File: src/rgb_to_hsv_cylinder_position_assert.svh
// Assertion helpers for the top-level RTL file.
`ifndef RGB_TO_HSV_CYLINDER_POSITION_ASSERT_SVH
`define RGB_TO_HSV_CYLINDER_POSITION_ASSERT_SVH

// Same-cycle implication, checked outside reset.
`define RHC_ASSERT_IMP(lbl, ante, cons) \
    lbl: assert property (@(posedge i_clk) disable iff (!i_rst_n) (ante) |-> (cons)) \
        else $error("assertion failed");

// Next-cycle implication, checked outside reset.
`define RHC_ASSERT_NXT(lbl, ante, cons) \
    lbl: assert property (@(posedge i_clk) disable iff (!i_rst_n) (ante) |=> (cons)) \
        else $error("assertion failed");

`endif

File: src/rhc_div_cell.sv
module rhc_div_cell #(
    parameter int DW = 11,
    parameter int QD = 17
) (
    input  logic          i_clk,
    input  logic          i_en,
    input  logic [DW-1:0] i_rem,
    input  logic [QD-1:0] i_dvd,
    input  logic [QD-1:0] i_quo,
    input  logic [DW-1:0] i_div,
    output logic [DW-1:0] o_rem,
    output logic [QD-1:0] o_dvd,
    output logic [QD-1:0] o_quo,
    output logic [DW-1:0] o_div
);
    logic [DW:0]   w_trial;
    logic          w_ge;
    logic [DW-1:0] n_rem;

    // one restoring step: bring down the next dividend bit, subtract if it fits
    always_comb begin
        w_trial = {i_rem, i_dvd[QD-1]};
        w_ge    = (w_trial >= {1'b0, i_div});
        n_rem   = w_ge ? DW'(w_trial - {1'b0, i_div}) : DW'(w_trial);
    end

    always_ff @(posedge i_clk) begin
        if (i_en) begin
            o_rem <= n_rem;
            o_dvd <= {i_dvd[QD-2:0], 1'b0};
            o_quo <= {i_quo[QD-2:0], w_ge};
            o_div <= i_div;
        end
    end
endmodule

File: config.mk
export PLATFORM = sky130hd
export DESIGN_NAME = rhc_div_cell
export DESIGN_NICKNAME = d
export VERILOG_FILES = /design/src/rgb_to_hsv_cylinder_position_assert.svh /design/src/rhc_div_cell.sv
export SDC_FILE = /design/constraint.sdc
export NUM_CORES = 1
export LEC_CHECK = 0
export BUFFER_PORTS_ARGS = -buffer_cell sky130_fd_sc_hd__buf_2
export CORE_MARGIN = 10
export CORE_UTILIZATION = 43
export CTS_BUF_LIST = sky130_fd_sc_hd__clkbuf_8
export DETAILED_ROUTE_END_ITERATION = 8
export HOLD_SLACK_MARGIN = 0.08
export PLACE_DENSITY = 0.82
export SETUP_SLACK_MARGIN = 0.4
export SYNTH_ARGS = -nofsm -noshare
export SYNTH_HDL_FRONTEND = slang
export SYNTH_SLANG_ARGS = --single-unit
File: constraint.sdc
create_clock -name i_clk -period 2.14 [get_ports i_clk]
set_input_delay 0.321 -clock i_clk [delete_from_list [all_inputs] [get_ports i_clk]]
set_output_delay 0.321 -clock i_clk [all_outputs]
set_load 0.005 [all_outputs]
==> flow_metrics.tcl <==
set metrics [dict create \
    status "complete, no violations" \
    crit_type "input port to register" \
    synth_top_area_cell "edfxtp_1" \
    ys_ff_latch 55 \
    min_to "o_quo[15]" \
    max_stage_delay_ns 0.33 \
    area_delta_synth_final_pct 37.9 \
    post_drt_wl_per_cell_um 17.8 \
    min_delay_path_depth 1 \
    avgSynthCellArea_sq_um 14.5 \
    fp.dieW_um 95.0 \
    gr-total-overflow 0 \
    path_clk_slew_ns 0.10 \
    fin_area_sq_um 3330 \
    tns_ns 0 \
    power_frac_seq 0.533 \
    synth-edff-count 55 \
    p_comb_frac 0.203 \
    nNetsFinal 364 \
    cts_made_buffers 5 \
    critPathCaptureType "register" \
    sw_frac_of_total 0.242 \
    crit_required_ns 2.19 \
    drc 0 \
    cp_slowest_cell "fa_2" \
    place_area_sq_um 3160 \
    grt.total_usage 0.136 \
    cp_max_fo 2 \
    synth_nets 237 \
    slew_viol_final 0 \
    cts.htree.levels 2 \
    worstPathArrival_ns 1.94 \
    rsz0062_at_grt "yes" \
    synthCells 167 \
    drive_gt1_frac 0.537 \
    cell_internal_pwr_mw 1.89 \
    grt_pass1_vias 1830 \
    cts_tree "done" \
    finalSetupViolCount 0 \
    ys.warnings.count 0 \
    fmax_ghz 0.527 \
    drt-vias-per-instance 4.84 \
    synthFlopType "edfxtp_1" \
    irDropWorstVdd_v 0.000301 \
    rows 27 \
    first_pass_iters 4 \
    synthArstFlopShare 0 \
    finalHoldViolCount 0 \
    grt_max_degree 41 \
    path_cells "buf_8, inv_8, ha_4, fa_2, and2b_1, o21ai_2, a311oi_2, buf_4, nor2b_1, o211ai_1, nand4_1" \
    pwr_density_cell_nw_per_um2 747 \
    wl_um 6520 \
    crit_buf_inv 3 \
    power.net_switching_uw 603 \
    clock-sinks 55 \
    synth_area_leaders "edfxtp_1, ha_1, nand2_1, o21ai_2, inv_1" \
    min_period_ns 1.90 \
    io-pin-count 114 \
    hold_path_class "input port to register" \
    vias 1770 \
    grt_pass1_wl_um 9530 \
    dr.first_iter.drc_count 101 \
    final_util 0.609 \
    cp_top_family "compound AO/OA/AOI/OAI gates" \
    synth_top_area_share 0.683 \
    place_congestion 0.858 \
    drtAntennaViolNets 0 \
    die_y_um 95.0 \
    diodes 0 \
    cts_root_buffer "clkbuf_8" \
    p_clk_frac 0.263 \
    leakagePower_nw 1.48 \
    maxCapViolCount 0 \
    final_cell_mix "buf_2, edfxtp_1, inv_1" \
    hpwl_um 5240 \
    core_area_sq_um 5470 \
    min_period_over_period 0.886 \
    crit_cells 11 \
    clock_path_buffers 2 \
    synth_area_sq_um 2420 \
    startpoint_type "input port" \
    synth-seq-area-share 0.683 \
    initial_core_util 0.442 \
    antenna_found_initial 0 \
    final_common_cell "buf_2" \
    place.port_buffers 111 \
    dieArea_sq_um 9020 \
    hp-start "i_quo[14]" \
    synth_cell_types 37 \
]
stage by stage:
stage	worst slack, ns	power, mW	hold slack (ns)	instances
floorplan	0.111	1.59	0.420	167
global placement	-0.166	1.82	0.498	357
detailed placement	-0.215	1.84	0.499	357
CTS	0.196	2.51	0.175	365
global route	0.151	2.63	0.172	366
finish	0.244	2.49	0.186	366
power by group through the flow:
stage | clock [mW] | combinational [mW] | sequential [mW]
detailed placement | 0 | 0.484 | 1.36
CTS | 0.682 | 0.502 | 1.33
global route | 0.728 | 0.564 | 1.34
finish | 0.657 | 0.507 | 1.33
global placement | 0 | 0.471 | 1.35
floorplan | 0 | 0.221 | 1.37
what timing repair did:
action,CTS,global route
gates resized for setup,10,3
cloned,0,1
setup endpoints to repair,12,12
hold buffers,0,0
buffers inserted,1,0
pin swaps,10,4
cells in the mapped netlist, types with 2 or more instances:
cell,instances
and3_1,2
xor2_1,4
a21o_1,2
o21ai_2,8
a21oi_1,6
inv_1,16
nand2_1,19
o21ai_0,3
nor2_1,5
o31ai_1,2
buf_6,2
edfxtp_1,55
o211ai_1,2
nand2b_1,3
nand4_1,3
xnor2_1,2
ha_1,11
nor2b_1,2
o21ai_1,2
worst max path at each step:
stage	start	end
floorplan	i_dvd[16]	o_rem[4]
global placement	i_dvd[16]	o_rem[10]
detailed placement	i_dvd[16]	o_rem[10]
CTS	i_dvd[16]	o_rem[10]
global route	i_div[1]	o_rem[9]
finish	i_dvd[16]	o_rem[10]
per-layer routing:
layer | vias to the layer above | GRT usage | share of wire
li1 | 869 | - | -
met1 | 813 | 0.150 | 0.39
met2 | 84 | 0.237 | 0.48
met3 | 4 | 0.0547 | 0.12
met4 | 0 | 0.0374 | 0.0091
met5 | - | 0 | 0
final cells by class:
type	instances	area, sq um
tap	72	90.1
fill	439	2140
sequential	55	1650
clock inverter	2	37.5
timing repair buffer	123	679
multi-input combinational	93	739
inverter	16	67.6
clock buffer	5	68.8
cells by family after synthesis:
| group | after synthesis | share of synthesized area |
|---|---|---|
| DFF | 55 | 0.683 |
| and+or+nand+nor | 39 | 0.0776 |
| AOI/OAI and AO/OA | 35 | 0.113 |
| buffers and inverters | 19 | 0.0373 |
| adders and majority gates | 12 | 0.0652 |
| xor gates and xnor gates | 6 | 0.0217 |
| other | 1 | 0.00155 |
state kept, by name (all words and copies together) (netlist names):
signal,count
o_div,11
o_dvd,16
o_quo,17
o_rem,11
Note: power is estimated with default switching activity, not from simulation.
