### config.mk
export PLATFORM = sky130hd
export DESIGN_NAME = rhc_cordic_cell
export DESIGN_NICKNAME = d
export VERILOG_FILES = /design/src/rgb_to_hsv_cylinder_position_assert.svh /design/src/rhc_pkg.sv /design/src/rhc_cordic_cell.sv
export SDC_FILE = /design/constraint.sdc
export NUM_CORES = 1
export LEC_CHECK = 0
export ABC_AREA = 1
export BUFFER_PORTS_ARGS = -buffer_cell sky130_fd_sc_hd__buf_2
export CORE_ASPECT_RATIO = 2
export CORE_MARGIN = 2
export CORE_UTILIZATION = 35
export CTS_CLUSTER_SIZE = 20
export DETAILED_ROUTE_END_ITERATION = 7
export PLACE_DENSITY_LB_ADDON = 0.2
export SLEW_MARGIN = 20
export SYNTH_ARGS = -nofsm -noshare
export SYNTH_HDL_FRONTEND = slang
export SYNTH_SLANG_ARGS = --single-unit
### constraint.sdc
create_clock -name i_clk -period 2.6 [get_ports i_clk]
set_clock_uncertainty 0.05 [all_clocks]
set_input_delay 0.39 -clock i_clk [delete_from_list [all_inputs] [get_ports i_clk]]
set_output_delay 0.39 -clock i_clk [all_outputs]
set_load 0.1 [all_outputs]
### src/rgb_to_hsv_cylinder_position_assert.svh
// Assertion helpers for the top-level RTL file.
`ifndef RGB_TO_HSV_CYLINDER_POSITION_ASSERT_SVH
`define RGB_TO_HSV_CYLINDER_POSITION_ASSERT_SVH

// Same-cycle implication, checked outside reset.
`define RHC_ASSERT_IMP(lbl, ante, cons) \
    lbl: assert property (@(posedge i_clk) disable iff (!i_rst_n) (ante) |-> (cons)) \
        else $error("assertion failed");

// Next-cycle implication, checked outside reset.
`define RHC_ASSERT_NXT(lbl, ante, cons) \
    lbl: assert property (@(posedge i_clk) disable iff (!i_rst_n) (ante) |=> (cons)) \
        else $error("assertion failed");

`endif

### src/rhc_pkg.sv
package rhc_pkg;

    localparam int CHANNEL_BITS = 8;
    localparam int FRAC_BITS    = 14;
    localparam int TRIG_STAGES  = 16;
    localparam int GUARD_BITS   = 8;
    localparam int HUE_BITS     = 16;
    localparam int ATAN_ENTRIES = 24;
    localparam logic [29:0] INV_GAIN_Q30 = 30'd652032875;

    // atan(2^-i) in units of 2^32 per turn
    localparam logic [31:0] ATAN_TURN32 [ATAN_ENTRIES] = '{
        32'd536870912, 32'd316933406, 32'd167458907, 32'd85004756,
        32'd42667331,  32'd21354465,  32'd10679838,  32'd5340245,
        32'd2670163,   32'd1335087,   32'd667544,    32'd333772,
        32'd166886,    32'd83443,     32'd41722,     32'd20861,
        32'd10430,     32'd5215,      32'd2608,      32'd1304,
        32'd652,       32'd326,       32'd163,       32'd81
    };

endpackage

### src/rhc_cordic_cell.sv
module rhc_cordic_cell #(
    parameter int XW  = 25,
    parameter int IDX = 0
) (
    input  logic                 i_clk,
    input  logic                 i_en,
    input  logic signed [XW-1:0] i_x,
    input  logic signed [XW-1:0] i_y,
    input  logic signed [31:0]   i_z,
    output logic signed [XW-1:0] o_x,
    output logic signed [XW-1:0] o_y,
    output logic signed [31:0]   o_z
);
    import rhc_pkg::*;

    localparam logic signed [31:0] C_ANG = signed'(ATAN_TURN32[IDX]);

    logic signed [XW-1:0] w_xs;
    logic signed [XW-1:0] w_ys;

    assign w_xs = i_x >>> IDX;
    assign w_ys = i_y >>> IDX;

    // rotate toward zero residual angle
    always_ff @(posedge i_clk) begin
        if (i_en) begin
            if (i_z >= 0) begin
                o_x <= i_x - w_ys;
                o_y <= i_y + w_xs;
                o_z <= i_z - C_ANG;
            end else begin
                o_x <= i_x + w_ys;
                o_y <= i_y - w_xs;
                o_z <= i_z + C_ANG;
            end
        end
    end
endmodule

==> metrics.txt <==
syn nets=1430; crit end category=register; internal cell power=3.099 mW; grt ovf=0; Nets=1669; DRT Wirelength=30210 µm; drt initial violations=447; synth unique cells=32; total track usage=24.48%; cell taking the most area after synthesis=edfxtp_1; Avg WL per Cell=16.87 µm; Clk pwr share=22.6%; I/O pin cnt=166; final count of hold timing violations=0; PwrDens=582.5 nW/µm²; full die area=24630 µm²; final instance area=10250 µm²; final worst-path cycle share=92.26%; endpoints failing setup=0; area delta synth->final=25.63%; hold_buf cts=0; leakage=5.726 nW; type of the worst setup path=in -> reg; Slew @ Worst Pin=0.5634 ns; clk buf depth=2; CTS Root Cell=clkbuf_16; Setup WS pre-CTS=-0.3294 ns; Mean Syn Cell Area=6.462 µm²; Hold WS=0.1632 ns; setup TNS=0 ns; top_reg_cell synth=edfxtp_1; num rows=79; non-filler cells, final=1790; Slew headroom=62.44%; worst-path maximum fanout=7; sequential area share after synthesis=29.80%; Cells after DPL=1774; placed cell area=9945 µm²; post-route setup slack=0.2013 ns; layout cells sized above 1=18.85%; Die Wd=112.0 µm; number of gates resized after CTS=0; Post-synth EDFFs=81; unrepaired setup endpoints after global routing=no; GP Congestion=0.9829; initial antenna violation count=0; Starting Density=35.29%; Max-cap violations=0; total power=5.973 mW; postcts setup bufs=0; total CTS buffers=9; Yosys warning total=0; Max IR drop VDD=700.5 µV; startpoint types=input pin; Avg Vias per Cell=4.859; Synth top area share=29.80%; CTS tree=done; fmax=0.4169 GHz; Synth area leaders=edfxtp_1 (30%), nand2_1 (21%), ha_1 (12%); Sw Ratio=48.11%; PortBufs=165; CP Data Arrival Time=2.45 ns; Die Ht=220.0 µm; Final Util=44.33%; clock-pin slew on the worst setup and hold paths=0.07 ns; CORE AREA=23130 µm²; synthesized area=8162 µm²; # DRC=0; post-synthesis register bit count=81; status=complete, no violations; first-pass GRT wire length=45770 µm; drt pass-1 iters=7; vias=8697; post-detail-place hpwl=25980 µm; Inserted Diodes=0; Hold WC Path Type=in -> reg; vias in the first global route=8740; min Tclk post-route=2.399 ns; clk sinks=81; final max-slew violation count=0; Psw=2.874 mW; asr flop ratio synth=0%; sequential power share=28.1%; Mapped Cells=1263; H-tree depth=3; Worst Path Required=2.65 ns; maximum number of pins on one net before global-route repair=52; Logic pwr share=49.3%; DRT antenna net count=0
## synth_stat cells (10+ instances only)
cell	instances
nand2_1	455
inv_1	238
nand3_1	118
nor2_1	96
edfxtp_1	81
ha_1	79
a21oi_1	57
o21ai_0	36
nand4_1	20
xor2_1	15
buf_2	14
buf_4	10
## path summary, 6_finish.rpt
path | startpoint | to | slack [ns] | depth (start not counted)
worst max-delay path | i_x[4] | o_x[16] | 0.20 | 12
worst min-delay path | i_z[18] | o_z[18] | 0.16 | 1
## kinds of logic after synthesis
family	Yosys count	share of synthesized area, %
adder cells (fa/ha/maj)	83	13.09
buffers and inverters	272	13.18
flip-flops	81	29.80
multiplexers	2	0.2453
XOR/XNOR	15	1.610
AO/OA/AOI/OAI	103	6.561
AND/OR/NAND/NOR	707	35.51
## cells in the final DEF (no fill, tap or decap), drive strengths merged
cell      count
a21o          1
a21oi        57
a31oi         1
buf         260
bufinv        1
clkbuf        9
clkinv        1
clkinvlp      1
edfxtp       81
fa            4
ha           79
inv         244
mux2i         2
nand2       456
nand2b        1
nand3       118
nand3b        3
nand4        20
nor2        100
nor3          6
o21a          1
o21ai        39
o21bai        4
or2           3
xor2         15
## registers in the layout (all words and copies together) (netlist names)
register	cells
o_z	32
o_y	24
o_x	25
## power groups by stage
stage	combinational (mW)	sequential [mW]	clock [mW]
2_1_floorplan	0.962	2.80	0
3_3_place_gp	2.93	1.70	0
3_5_place_dp	2.94	1.71	0
4_1_cts	2.94	1.68	1.37
5_1_grt	3.15	1.69	1.41
6_report	2.94	1.68	1.35
## final cells by class
cell class / count / area, µm²
clock buffer: 9 / 225.2
clock inverter: 7 / 83.83
fill: 2544 / 12880
inverter: 240 / 900.9
multi-input combinational: 910 / 4653
sequential: 81 / 2432
tap: 283 / 354.1
timing repair buffer: 260 / 1604
## worst max-delay path, cell delays in order
cell     delay, ns
buf_2         0.10
inv_1         0.04
ha_1          0.39
buf_4         0.20
nor2_1        0.28
nand2_1       0.13
inv_1         0.09
nand3_1       0.14
a21oi_1       0.31
o21ai_0       0.19
nand3_1       0.10
nand2_1       0.07
## layer usage
layer / global-route usage (%) / part of all wire (%) / vias to the layer above
met3: 1.898 / 3.2 / 111
met1: 21.42 / 32 / 3876
met2: 48.04 / 54 / 297
met4: 22.48 / 11 / 0
li1: - / - / 4413
met5: 0 / 0 / -
(Power assumes the default switching activity.)
